File: src/rtl/core/rgbnv12_pkg.sv
package rgbnv12_pkg;

  // field widths
  localparam int ADDR_W = 25;
  localparam int COMP_W = 8;
  localparam int CFG_W  = 13;

  // frame size limits
  localparam int DEF_MAX_WIDTH  = 4096;
  localparam int DEF_MAX_HEIGHT = 4096;

  // register reset values
  localparam logic [CFG_W-1:0] RST_FRAME_WIDTH  = 13'd640;
  localparam logic [CFG_W-1:0] RST_FRAME_HEIGHT = 13'd480;
  localparam logic [CFG_W-1:0] RST_LINE_STRIDE  = 13'd640;

  // bt.601 limited-range coefficients
  localparam logic signed [16:0] CY_R = 17'sd66;
  localparam logic signed [16:0] CY_G = 17'sd129;
  localparam logic signed [16:0] CY_B = 17'sd25;
  localparam logic signed [16:0] CU_R = -17'sd38;
  localparam logic signed [16:0] CU_G = -17'sd74;
  localparam logic signed [16:0] CU_B = 17'sd112;
  localparam logic signed [16:0] CV_R = 17'sd112;
  localparam logic signed [16:0] CV_G = -17'sd94;
  localparam logic signed [16:0] CV_B = -17'sd18;
  localparam logic signed [16:0] ROUND_ADD = 17'sd128;
  localparam logic signed [9:0]  Y_OFFSET = 10'sd16;
  localparam logic signed [9:0]  C_OFFSET = 10'sd128;
  localparam logic signed [9:0]  BYTE_MAX = 10'sd255;

  typedef enum logic [1:0] {
    REG_INPUT_MODE   = 2'd0,
    REG_FRAME_WIDTH  = 2'd1,
    REG_FRAME_HEIGHT = 2'd2,
    REG_LINE_STRIDE  = 2'd3
  } reg_idx_t;

  typedef enum logic [1:0] {
    PLANE_Y = 2'd0,
    PLANE_U = 2'd1,
    PLANE_V = 2'd2
  } plane_t;

  typedef struct packed {
    logic [COMP_W-1:0] comp_first;
    logic [COMP_W-1:0] comp_second;
    logic [COMP_W-1:0] comp_third;
  } pix_t;

  typedef struct packed {
    logic [ADDR_W-1:0] write_address;
    logic [COMP_W-1:0] write_byte;
    plane_t            plane_kind;
    logic              last_of_pixel;
    logic              end_of_frame;
  } wr_t;

  typedef struct packed {
    reg_idx_t         reg_index;
    logic [CFG_W-1:0] reg_value;
  } cfg_req_t;

  typedef struct packed {
    logic             input_mode;
    logic [CFG_W-1:0] frame_width;
    logic [CFG_W-1:0] frame_height;
    logic [CFG_W-1:0] line_stride;
  } cfg_t;

  typedef struct packed {
    logic              mode;
    pix_t              pix;
    logic [ADDR_W-1:0] y_addr;
    logic [ADDR_W-1:0] c_addr;
    logic              chroma;
    logic              eof;
  } job_t;

  typedef struct packed {
    logic [COMP_W-1:0] y;
    logic [COMP_W-1:0] u;
    logic [COMP_W-1:0] v;
  } yuv_t;

  // floor shift by 8, add offset, clamp to 0..255
  function automatic logic [COMP_W-1:0] scale_clamp(input logic signed [16:0] sum,
                                                     input logic signed [9:0] offset);
    logic signed [9:0] t;
    logic [COMP_W-1:0] res;
    t = 10'(sum >>> 8) + offset;
    if (t < 10'sd0) begin
      res = '0;
    end else if (t > BYTE_MAX) begin
      res = '1;
    end else begin
      res = t[COMP_W-1:0];
    end
    return res;
  endfunction

endpackage

File: src/rtl/core/rgbnv12_if.sv
interface rgbnv12_pix_if;
  logic                valid;
  logic                ready;
  rgbnv12_pkg::pix_t   data;
  modport source (output valid, output data, input ready);
  modport sink   (input valid, input data, output ready);
endinterface

interface rgbnv12_wr_if;
  logic                valid;
  logic                ready;
  rgbnv12_pkg::wr_t    data;
  modport source (output valid, output data, input ready);
  modport sink   (input valid, input data, output ready);
endinterface

interface rgbnv12_cfg_if;
  logic                  valid;
  logic                  ready;
  rgbnv12_pkg::cfg_req_t data;
  modport source (output valid, output data, input ready);
  modport sink   (input valid, input data, output ready);
endinterface

File: src/rtl/core/rgb_or_yuv444_to_nv12.sv
// A pixel passes the stage register in rgbnv12_addr and the result registers in rgbnv12_ser before its first write.
// Throughput: one pixel per cycle on odd rows or columns while the write receiver keeps ready high;
//   a pixel that writes chroma needs three writes, Y, U and V, on the one-byte output port.
// Input is held off for the cycle after each register write and the first cycle after reset.
// Reset (rst_n low, synchronous) empties the pipeline, zeroes the raster counters and
//   loads the register defaults: RGB mode, 640 x 480, stride 640.
module rgb_or_yuv444_to_nv12 #(
  parameter int MAX_WIDTH  = rgbnv12_pkg::DEF_MAX_WIDTH,
  parameter int MAX_HEIGHT = rgbnv12_pkg::DEF_MAX_HEIGHT
) (
  input  logic                 clk,
  input  logic                 rst_n,
  rgbnv12_cfg_if.sink          cfg_wr,
  rgbnv12_pix_if.sink          in_pix,
  rgbnv12_wr_if.source         out_wr
);

  rgbnv12_pkg::cfg_t cfg_r;
  logic              cfg_hold_r;
  logic              cfg_fire;

  logic              st_valid, st_take;
  rgbnv12_pkg::job_t st_job;
  rgbnv12_pkg::yuv_t yuv;

  // register file
  assign cfg_wr.ready = 1'b1;
  assign cfg_fire     = cfg_wr.valid && cfg_wr.ready;

  // hold input in the cycle after a register write so the registered chroma plane start catches up
  always_ff @(posedge clk) begin
    if (!rst_n) begin
      cfg_r.input_mode   <= 1'b0;
      cfg_r.frame_width  <= rgbnv12_pkg::RST_FRAME_WIDTH;
      cfg_r.frame_height <= rgbnv12_pkg::RST_FRAME_HEIGHT;
      cfg_r.line_stride  <= rgbnv12_pkg::RST_LINE_STRIDE;
      cfg_hold_r         <= 1'b1;
    end else begin
      cfg_hold_r <= cfg_fire;
      if (cfg_fire) begin
        unique case (cfg_wr.data.reg_index)
          rgbnv12_pkg::REG_INPUT_MODE:   cfg_r.input_mode   <= cfg_wr.data.reg_value[0];
          rgbnv12_pkg::REG_FRAME_WIDTH:  cfg_r.frame_width  <= cfg_wr.data.reg_value;
          rgbnv12_pkg::REG_FRAME_HEIGHT: cfg_r.frame_height <= cfg_wr.data.reg_value;
          rgbnv12_pkg::REG_LINE_STRIDE:  cfg_r.line_stride  <= cfg_wr.data.reg_value;
          default: ;
        endcase
      end
    end
  end

  // raster position and addresses
  rgbnv12_addr #(
    .MAX_WIDTH  (MAX_WIDTH),
    .MAX_HEIGHT (MAX_HEIGHT)
  ) u_addr (
    .clk      (clk),
    .rst_n    (rst_n),
    .cfg      (cfg_r),
    .hold     (cfg_hold_r),
    .in_valid (in_pix.valid),
    .in_data  (in_pix.data),
    .in_ready (in_pix.ready),
    .st_valid (st_valid),
    .st_job   (st_job),
    .st_take  (st_take)
  );

  // color conversion
  rgbnv12_csc u_csc (
    .mode (st_job.mode),
    .pix  (st_job.pix),
    .yuv  (yuv)
  );

  // byte write sequencing
  rgbnv12_ser u_ser (
    .clk       (clk),
    .rst_n     (rst_n),
    .st_valid  (st_valid),
    .st_job    (st_job),
    .yuv       (yuv),
    .st_take   (st_take),
    .out_valid (out_wr.valid),
    .out_data  (out_wr.data),
    .out_ready (out_wr.ready)
  );

  // checks
  a_cfg_hold: assert property (@(posedge clk) disable iff (!rst_n)
    cfg_fire |=> !in_pix.ready)
    else $error("input accepted right after a register write");

  a_eof_last: assert property (@(posedge clk) disable iff (!rst_n)
    out_wr.valid && out_wr.data.end_of_frame |-> out_wr.data.last_of_pixel)
    else $error("end of frame on a write that does not end its pixel");

  a_u_then_v: assert property (@(posedge clk) disable iff (!rst_n)
    out_wr.valid && out_wr.ready && (out_wr.data.plane_kind == rgbnv12_pkg::PLANE_U)
    |=> out_wr.valid && (out_wr.data.plane_kind == rgbnv12_pkg::PLANE_V))
    else $error("U write not followed by V write");

  a_reset_empty: assert property (@(posedge clk)
    !rst_n |=> !out_wr.valid)
    else $error("write offered right after reset");

endmodule

File: src/rtl/core/rgbnv12_addr.sv
module rgbnv12_addr #(
  parameter int MAX_WIDTH  = rgbnv12_pkg::DEF_MAX_WIDTH,
  parameter int MAX_HEIGHT = rgbnv12_pkg::DEF_MAX_HEIGHT
) (
  input  logic               clk,
  input  logic               rst_n,
  input  rgbnv12_pkg::cfg_t  cfg,
  input  logic               hold,
  input  logic               in_valid,
  input  rgbnv12_pkg::pix_t  in_data,
  output logic               in_ready,
  output logic               st_valid,
  output rgbnv12_pkg::job_t  st_job,
  input  logic               st_take
);

  localparam int AW  = rgbnv12_pkg::ADDR_W;
  localparam int CFW = rgbnv12_pkg::CFG_W;
  localparam int CW  = $clog2(MAX_WIDTH);
  localparam int RW  = $clog2(MAX_HEIGHT);
  localparam int DW  = $clog2(MAX_WIDTH + 1);
  localparam int HW  = $clog2(MAX_HEIGHT + 1);
  localparam int CMW = (DW > CW + 1) ? DW : CW + 1;
  localparam int CMH = (HW > RW + 1) ? HW : RW + 1;

  logic [DW-1:0] w_raw, eff_w, s_cl, eff_s;
  logic [HW-1:0] h_raw, eff_h;
  logic [AW-1:0] prod_r;

  logic [CW-1:0] col_r, col_nxt;
  logic [RW-1:0] row_r, row_nxt;
  logic [AW-1:0] luma_base_r, luma_base_nxt;
  logic [AW-1:0] chroma_base_r, chroma_base_nxt;

  logic              st_valid_r;
  rgbnv12_pkg::job_t st_job_r, job_nxt;

  logic           in_fire, frame_start, last_col, last_row, chroma;
  logic [CMW-1:0] col_inc;
  logic [CMH-1:0] row_inc;
  logic [AW-1:0]  lb, cb;

  // effective width and height: clamp, then force even
  always_comb begin
    if (cfg.frame_width < CFW'(2)) begin
      w_raw = DW'(2);
    end else if (32'(cfg.frame_width) > 32'(MAX_WIDTH)) begin
      w_raw = DW'(MAX_WIDTH);
    end else begin
      w_raw = DW'(cfg.frame_width);
    end
    eff_w = w_raw & ~DW'(1);
  end

  always_comb begin
    if (cfg.frame_height < CFW'(2)) begin
      h_raw = HW'(2);
    end else if (32'(cfg.frame_height) > 32'(MAX_HEIGHT)) begin
      h_raw = HW'(MAX_HEIGHT);
    end else begin
      h_raw = HW'(cfg.frame_height);
    end
    eff_h = h_raw & ~HW'(1);
  end

  // effective stride: capped, then at least the width
  always_comb begin
    if (32'(cfg.line_stride) > 32'(MAX_WIDTH)) begin
      s_cl = DW'(MAX_WIDTH);
    end else begin
      s_cl = DW'(cfg.line_stride);
    end
    eff_s = (s_cl < eff_w) ? eff_w : s_cl;
  end

  // chroma plane start, stride times height
  always_ff @(posedge clk) begin
    prod_r <= AW'({{HW{1'b0}}, eff_s} * {{DW{1'b0}}, eff_h});
  end

  // handshake into the stage register
  assign in_ready = (!st_valid_r || st_take) && !hold;
  assign in_fire  = in_valid && in_ready;

  // position and base addresses for the arriving pixel
  always_comb begin
    frame_start = (col_r == '0) && (row_r == '0);
    lb          = frame_start ? '0 : luma_base_r;
    cb          = frame_start ? prod_r : chroma_base_r;
    chroma      = !row_r[0] && !col_r[0];
    col_inc     = CMW'(col_r) + CMW'(1);
    row_inc     = CMH'(row_r) + CMH'(1);
    last_col    = col_inc >= CMW'(eff_w);
    last_row    = row_inc >= CMH'(eff_h);

    job_nxt.mode   = cfg.input_mode;
    job_nxt.pix    = in_data;
    job_nxt.y_addr = lb + AW'(col_r);
    job_nxt.c_addr = cb + AW'(col_r);
    job_nxt.chroma = chroma;
    job_nxt.eof    = last_col && last_row;
  end

  // raster advance
  always_comb begin
    if (last_col) begin
      col_nxt         = '0;
      luma_base_nxt   = lb + AW'(eff_s);
      chroma_base_nxt = row_r[0] ? cb : cb + AW'(eff_s);
      row_nxt         = last_row ? '0 : row_r + RW'(1);
    end else begin
      col_nxt         = col_r + CW'(1);
      luma_base_nxt   = lb;
      chroma_base_nxt = cb;
      row_nxt         = row_r;
    end
  end

  always_ff @(posedge clk) begin
    if (!rst_n) begin
      col_r         <= '0;
      row_r         <= '0;
      luma_base_r   <= '0;
      chroma_base_r <= '0;
      st_valid_r    <= 1'b0;
    end else begin
      if (in_fire) begin
        col_r         <= col_nxt;
        row_r         <= row_nxt;
        luma_base_r   <= luma_base_nxt;
        chroma_base_r <= chroma_base_nxt;
        st_valid_r    <= 1'b1;
      end else if (st_take) begin
        st_valid_r    <= 1'b0;
      end
    end
  end

  // stage payload
  always_ff @(posedge clk) begin
    if (in_fire) begin
      st_job_r <= job_nxt;
    end
  end

  assign st_valid = st_valid_r;
  assign st_job   = st_job_r;

endmodule

File: src/rtl/core/rgbnv12_csc.sv
module rgbnv12_csc (
  input  logic              mode,
  input  rgbnv12_pkg::pix_t pix,
  output rgbnv12_pkg::yuv_t yuv
);

  logic signed [16:0] rs, gs, bs;
  logic signed [16:0] y_sum, u_sum, v_sum;

  // weighted sums with rounding term
  always_comb begin
    rs    = $signed({9'd0, pix.comp_first});
    gs    = $signed({9'd0, pix.comp_second});
    bs    = $signed({9'd0, pix.comp_third});
    y_sum = rgbnv12_pkg::CY_R * rs + rgbnv12_pkg::CY_G * gs + rgbnv12_pkg::CY_B * bs
            + rgbnv12_pkg::ROUND_ADD;
    u_sum = rgbnv12_pkg::CU_R * rs + rgbnv12_pkg::CU_G * gs + rgbnv12_pkg::CU_B * bs
            + rgbnv12_pkg::ROUND_ADD;
    v_sum = rgbnv12_pkg::CV_R * rs + rgbnv12_pkg::CV_G * gs + rgbnv12_pkg::CV_B * bs
            + rgbnv12_pkg::ROUND_ADD;
  end

  // convert or pass through
  always_comb begin
    if (mode) begin
      yuv.y = pix.comp_first;
      yuv.u = pix.comp_second;
      yuv.v = pix.comp_third;
    end else begin
      yuv.y = rgbnv12_pkg::scale_clamp(y_sum, rgbnv12_pkg::Y_OFFSET);
      yuv.u = rgbnv12_pkg::scale_clamp(u_sum, rgbnv12_pkg::C_OFFSET);
      yuv.v = rgbnv12_pkg::scale_clamp(v_sum, rgbnv12_pkg::C_OFFSET);
    end
  end

endmodule

File: src/rtl/core/rgbnv12_ser.sv
module rgbnv12_ser (
  input  logic              clk,
  input  logic              rst_n,
  input  logic              st_valid,
  input  rgbnv12_pkg::job_t st_job,
  input  rgbnv12_pkg::yuv_t yuv,
  output logic              st_take,
  output logic              out_valid,
  output rgbnv12_pkg::wr_t  out_data,
  input  logic              out_ready
);

  localparam int AW = rgbnv12_pkg::ADDR_W;

  logic                 valid_r;
  rgbnv12_pkg::plane_t  idx_r;
  rgbnv12_pkg::yuv_t    yuv_r;
  logic [AW-1:0]        ya_r, ca_r;
  logic                 chroma_r, eof_r;
  logic                 out_fire, last_beat, done;

  // beat control
  assign out_fire  = valid_r && out_ready;
  assign last_beat = !chroma_r || (idx_r == rgbnv12_pkg::PLANE_V);
  assign done      = out_fire && last_beat;
  assign st_take   = st_valid && (!valid_r || done);

  always_ff @(posedge clk) begin
    if (!rst_n) begin
      valid_r <= 1'b0;
      idx_r   <= rgbnv12_pkg::PLANE_Y;
    end else begin
      if (st_take) begin
        valid_r <= 1'b1;
        idx_r   <= rgbnv12_pkg::PLANE_Y;
      end else if (done) begin
        valid_r <= 1'b0;
      end else if (out_fire) begin
        idx_r   <= (idx_r == rgbnv12_pkg::PLANE_Y) ? rgbnv12_pkg::PLANE_U
                                                   : rgbnv12_pkg::PLANE_V;
      end
    end
  end

  // result registers
  always_ff @(posedge clk) begin
    if (st_take) begin
      yuv_r    <= yuv;
      ya_r     <= st_job.y_addr;
      ca_r     <= st_job.c_addr;
      chroma_r <= st_job.chroma;
      eof_r    <= st_job.eof;
    end
  end

  // select the current write
  always_comb begin
    out_data.plane_kind = idx_r;
    unique case (idx_r)
      rgbnv12_pkg::PLANE_Y: begin
        out_data.write_address = ya_r;
        out_data.write_byte    = yuv_r.y;
        out_data.last_of_pixel = !chroma_r;
        out_data.end_of_frame  = !chroma_r && eof_r;
      end
      rgbnv12_pkg::PLANE_U: begin
        out_data.write_address = ca_r;
        out_data.write_byte    = yuv_r.u;
        out_data.last_of_pixel = 1'b0;
        out_data.end_of_frame  = 1'b0;
      end
      rgbnv12_pkg::PLANE_V: begin
        out_data.write_address = ca_r + AW'(1);
        out_data.write_byte    = yuv_r.v;
        out_data.last_of_pixel = 1'b1;
        out_data.end_of_frame  = eof_r;
      end
      default: begin
        out_data.write_address = ya_r;
        out_data.write_byte    = yuv_r.y;
        out_data.last_of_pixel = 1'b0;
        out_data.end_of_frame  = 1'b0;
      end
    endcase
  end

  assign out_valid = valid_r;

endmodule

File: src/flat_wrapper.sv
// flat-port wrapper written by rule: the top's interface ports become plain ports
module rgb_or_yuv444_to_nv12_flat 
#(
  parameter int MAX_WIDTH  = rgbnv12_pkg::DEF_MAX_WIDTH,
  parameter int MAX_HEIGHT = rgbnv12_pkg::DEF_MAX_HEIGHT
)
  (clk, rst_n, cfg_wr_valid, cfg_wr_data, cfg_wr_ready, in_pix_valid, in_pix_data, in_pix_ready, out_wr_valid, out_wr_data, out_wr_ready);
  rgbnv12_cfg_if cfg_wr_i ();
  rgbnv12_pix_if in_pix_i ();
  rgbnv12_wr_if out_wr_i ();
  input  logic clk;
  input  logic rst_n;
  input wire logic [$bits(cfg_wr_i.valid)-1:0] cfg_wr_valid;
  input wire logic [$bits(cfg_wr_i.data)-1:0] cfg_wr_data;
  output wire logic [$bits(cfg_wr_i.ready)-1:0] cfg_wr_ready;
  input wire logic [$bits(in_pix_i.valid)-1:0] in_pix_valid;
  input wire logic [$bits(in_pix_i.data)-1:0] in_pix_data;
  output wire logic [$bits(in_pix_i.ready)-1:0] in_pix_ready;
  output wire logic [$bits(out_wr_i.valid)-1:0] out_wr_valid;
  output wire logic [$bits(out_wr_i.data)-1:0] out_wr_data;
  input wire logic [$bits(out_wr_i.ready)-1:0] out_wr_ready;
  assign cfg_wr_i.valid = cfg_wr_valid;
  assign cfg_wr_i.data = cfg_wr_data;
  assign cfg_wr_ready = cfg_wr_i.ready;
  assign in_pix_i.valid = in_pix_valid;
  assign in_pix_i.data = in_pix_data;
  assign in_pix_ready = in_pix_i.ready;
  assign out_wr_valid = out_wr_i.valid;
  assign out_wr_data = out_wr_i.data;
  assign out_wr_i.ready = out_wr_ready;
  rgb_or_yuv444_to_nv12 #(.MAX_WIDTH(MAX_WIDTH), .MAX_HEIGHT(MAX_HEIGHT)) u_core (.clk(clk), .rst_n(rst_n), .cfg_wr(cfg_wr_i), .in_pix(in_pix_i), .out_wr(out_wr_i));
endmodule
File: config.mk
export PLATFORM = sky130hd
export DESIGN_NAME = rgb_or_yuv444_to_nv12_flat
export DESIGN_NICKNAME = d
export VERILOG_FILES = /design/src/rtl/core/rgbnv12_pkg.sv /design/src/rtl/core/rgbnv12_if.sv /design/src/rtl/core/rgb_or_yuv444_to_nv12.sv /design/src/rtl/core/rgbnv12_addr.sv /design/src/rtl/core/rgbnv12_csc.sv /design/src/rtl/core/rgbnv12_ser.sv /design/src/flat_wrapper.sv
export SDC_FILE = /design/constraint.sdc
export NUM_CORES = 2
export LEC_CHECK = 0
export BUFFER_PORTS_ARGS = -buffer_cell sky130_fd_sc_hd__clkbuf_2
export CORE_MARGIN = 5
export CORE_UTILIZATION = 55
export CTS_BUF_LIST = sky130_fd_sc_hd__clkbuf_8
export DETAILED_ROUTE_END_ITERATION = 16
export GPL_ROUTABILITY_DRIVEN = 0
export PLACE_DENSITY = 0.82
export SLEW_MARGIN = 20
export SYNTH_ARGS = -nofsm -noshare
export SYNTH_HDL_FRONTEND = slang
export SYNTH_SLANG_ARGS = --single-unit
File: constraint.sdc
create_clock -name clk -period 10.1 [get_ports clk]
set_input_delay 1.01 -clock clk [delete_from_list [all_inputs] [get_ports clk]]
set_output_delay 1.01 -clock clk [all_outputs]
set_load 0.02 [all_outputs]
==> results by group <==
Outcome
  • Status: finished, final reports clean

Floorplan
  • Die height: roughly 240 um
  • Effective utilization at floorplan: 55.5%
  • DIE AREA: 59000 um2
  • Die width: roughly 240 um
  • Core area: around 54000 um2
  • IO Pins: between 80 and 90
  • Row cnt: 85

Synth
  • Async S/R FF share, synth: 0%
  • Synth cell types: 83
  • Area leader, netlist: ha_1
  • Syn_area_per_cell: about 9.0 um2
  • Register area share after synthesis: around 25%
  • Post-Synth Simple-Gate Area: roughly 15%
  • Synth Area in Compound Gates: 12.7%
  • Post-synth top area share: roughly 18%
  • Yosys warns: 0
  • Ys flop type: edfxtp_1
  • Synth Area in Adders: approximately a third
  • Top cells by area, synth: ha_1 (18%), edfxtp_1 (15%), fa_1 (14%)
  • Synthesized area: between 20000 and 30000 um2
  • Xor/xnor share of the synthesized area: between 6 and 7%
  • Post-synthesis mux area share: 0.961%
  • Yosys reg bits: between 200 and 300
  • Post-synth EDFFs: between 150 and 200
  • Largest family of logic cells by synthesized area: adder cells
  • Syn Inst Count: ~3300
  • Syn nets: around 4000

Layout
  • Fin cells: a little over 4000
  • Final nets: 4077
  • Final instance area: about 32000 um2
  • Layout cell share with drive strength beyond 1: 6.37%
  • Fin util: around three fifths
  • ANT cells: 0
  • Area delta synth->final: 7.31%

STA
  • Final setup vio count: 0
  • Final Hold Violating Endpoints: 0
  • Clk_skew: around 0.043 ns
  • Hold_ws: 0.412 ns
  • Final worst setup slack: 1.18 ns
  • Fmax: around 110 MHz
  • Transition time of the tightest slew-check pin: 1.04 ns
  • Final period util: around 88%
  • Setup TNS: 0 ns
  • RSZ-0062 raised after global routing: false
  • Worst slew margin: around 29%
  • Minimum clock period: roughly 8.9 ns
  • Fin. max-slew vios: 0

Setup path
  • Crit-path leading delay family: compound AO/OA/AOI/OAI gates
  • Worst Path Arrival: 9.47 ns
  • Max stage delay on crit path: 0.62 ns
  • Setup crit end kind: flop
  • R2R Path Start: u_core.cfg_r[30]
  • Crit path kind: flop to flop
  • Data required time of the critical path: between 10 and 15 ns
  • Crit-path max FO: 21
  • Crit start category: flop
  • CP dominant cell by count: fa_1
  • CP startpoint: u_core.cfg_r[30]
  • Crit-path slowest cell: o21ai_1
  • Buf/Inv on CP: 4
  • R2R Setup Slk: 1.18 ns

Clock network
  • # resized after CTS: 0
  • Clock root cell: clkbuf_8
  • CTS tree: built
  • Setup repair bufs after CTS: 0
  • Total CTS buffers: 52
  • # H-tree levels: 2
  • CTS Buffer Depth: 3
  • Hold_buf cts: 0
  • Clock slew at reported path FFs: 0.06 ns
  • Clock sink count: about 300
  • Clock Latency Late Sink: a little under 0.7 ns

Detailed routing
  • Final wirelength: 71.0 mm
  • Vias/cell: about 5.7
  • First-pass DRT Iterations: 6
  • DR WL/cell: around 17 um
  • Vias: around 24000
  • Post-DRT Antenna Nets: 0
  • DRC: 0
  • DRT iter0 DRCs: 1935

GRT
  • Tot GR Track Use: 24.2%
  • Initial antenna violation count: 1
  • First-pass GRT wire length: 118 mm
  • Number of global-route vias before repair: 23227
  • GR Overflow Total: 0
  • Largest net degree at the start of global routing: between 70 and 80

Power
  • Overall power: between 5 and 6 mW
  • Lkg Pwr: 15.0 nW
  • Peak VDD IR: 0.169 mV
  • Power Density: approximately 170 nW/um2

Placed design
  • DP HPWL: 55.9 mm
  • Placed Cells incl. Taps: 4029
  • Pre-CTS setup slack: roughly 1.2 ns
  • Buffers added on ports: 82
  • Dpl cell area: about 31000 um2

Min path
  • Hold Crit Start: u_core.u_addr.st_job[29]
  • HP Class: flop to flop

Job
  • Max Cap Viol: 0
==> kinds of logic after synthesis <==
group	Yosys count
AND/OR/NAND/NOR	971
adder cells (fa/ha/maj)	646
AO/OA/AOI/OAI	592
buffers and inverters	564
flip-flops	296
XOR/XNOR	231
multiplexers	28
other	1
==> registers in the layout, indices dropped and copies added (netlist names) <==
| register | count |
|---|---|
| u_core.u_addr.st_job | 77 |
| u_core.cfg_r | 40 |
| u_core.u_addr.chroma_base_r | 25 |
| u_core.u_addr.luma_base_r | 25 |
| u_core.u_ser.ca_r | 25 |
| u_core.u_ser.ya_r | 25 |
| u_core.u_addr.prod_r | 24 |
| u_core.u_ser.yuv_r | 24 |
| u_core.u_addr.col_r | 12 |
| u_core.u_addr.row_r | 12 |
| u_core.u_ser.idx_r | 2 |
| u_core.cfg_hold_r | 1 |
| u_core.u_addr.st_valid | 1 |
| u_core.u_ser.chroma_r | 1 |
| u_core.u_ser.eof_r | 1 |
| u_core.u_ser.out_valid | 1 |
==> Yosys cell counts (22+ instances only) <==
cell	n
a21o_1	39
a21oi_1	199
a22oi_1	45
and2_1	67
and3_1	29
clkbuf_1	91
dfxtp_1	143
edfxtp_1	153
fa_1	209
ha_1	437
inv_1	454
mux2i_1	26
nand2_1	381
nand3_1	90
nor2_1	221
nor2b_1	31
nor3_1	46
o21a_1	22
o21ai_0	83
o21ai_1	22
xnor2_1	144
xor2_1	87
==> report_power, final <==
part | switching [mW] | internal, mW | total, mW | leakage, nW
combinational | 1.69 | 1.23 | 2.92 | 11.9
sequential | 0.0655 | 1.38 | 1.45 | 2.57
clock | 0.528 | 0.637 | 1.16 | 0.588
total | 2.28 | 3.25 | 5.53 | 15.0
==> per-layer routing <==
metal  share of wire (%)  track usage, %  up-vias
met3                 8.8            4.88      136
met2                  44            37.6      864
met4                 2.8            7.78        0
met5                   0               0        -
met1                  44            34.2    11137
li1                    -               -    11374
==> final timing paths <==
check | endpoint | cells past startpoint
worst min-delay path | u_core.u_ser.ya_r[2] | 0
worst max register to register | u_core.u_addr.prod_r[22] | 31
worst min register to register | u_core.u_ser.ya_r[2] | 0
worst max-delay path | u_core.u_addr.prod_r[22] | 31
==> cells in the final DEF, fill, tap and decap left out, types with 8 or more instances in the layout <==
master    Yosys  final
nand2b_1     20     20
and3_1       29     29
dfxtp_1     143    143
nor4_1       19     19
a21oi_1     199    199
a22oi_1      45     45
mux2i_1      26     26
a21o_1       39     39
o21a_1       22     22
ha_1        437    436
o31ai_1      18     18
nand3_1      90     90
nor3_1       46     46
clkbuf_8      0     62
nor2_1      221    220
or2_2         8      8
nand2_1     381    381
a21boi_0      9      9
a31oi_1      14     14
edfxtp_1    153    153
fa_1        209    209
a211oi_1     18     18
nor2b_1      31     30
xor2_1       87     87
o21bai_1     20     20
xnor2_1     144    144
o21ai_1      22     22
clkbuf_2      0     82
nand4_1      15     15
o31a_1        8      8
buf_4         1     28
o211ai_1     14     14
inv_1       454    461
o22ai_1       8      8
o21ai_0      83     83
and2_1       67     67
or3_1        11     11
==> cell type report <==
cell class | count | area, um2
inverters | 458 | 1720
fillers | 4450 | 21700
clock inverters | 25 | 221
clock buffers | 62 | 853
flip-flops and latches | 296 | 7460
repair buffers | 110 | 621
multi-input cells | 2469 | 20200
well taps | 696 | 871
Power figures use the tool's default switching activity.
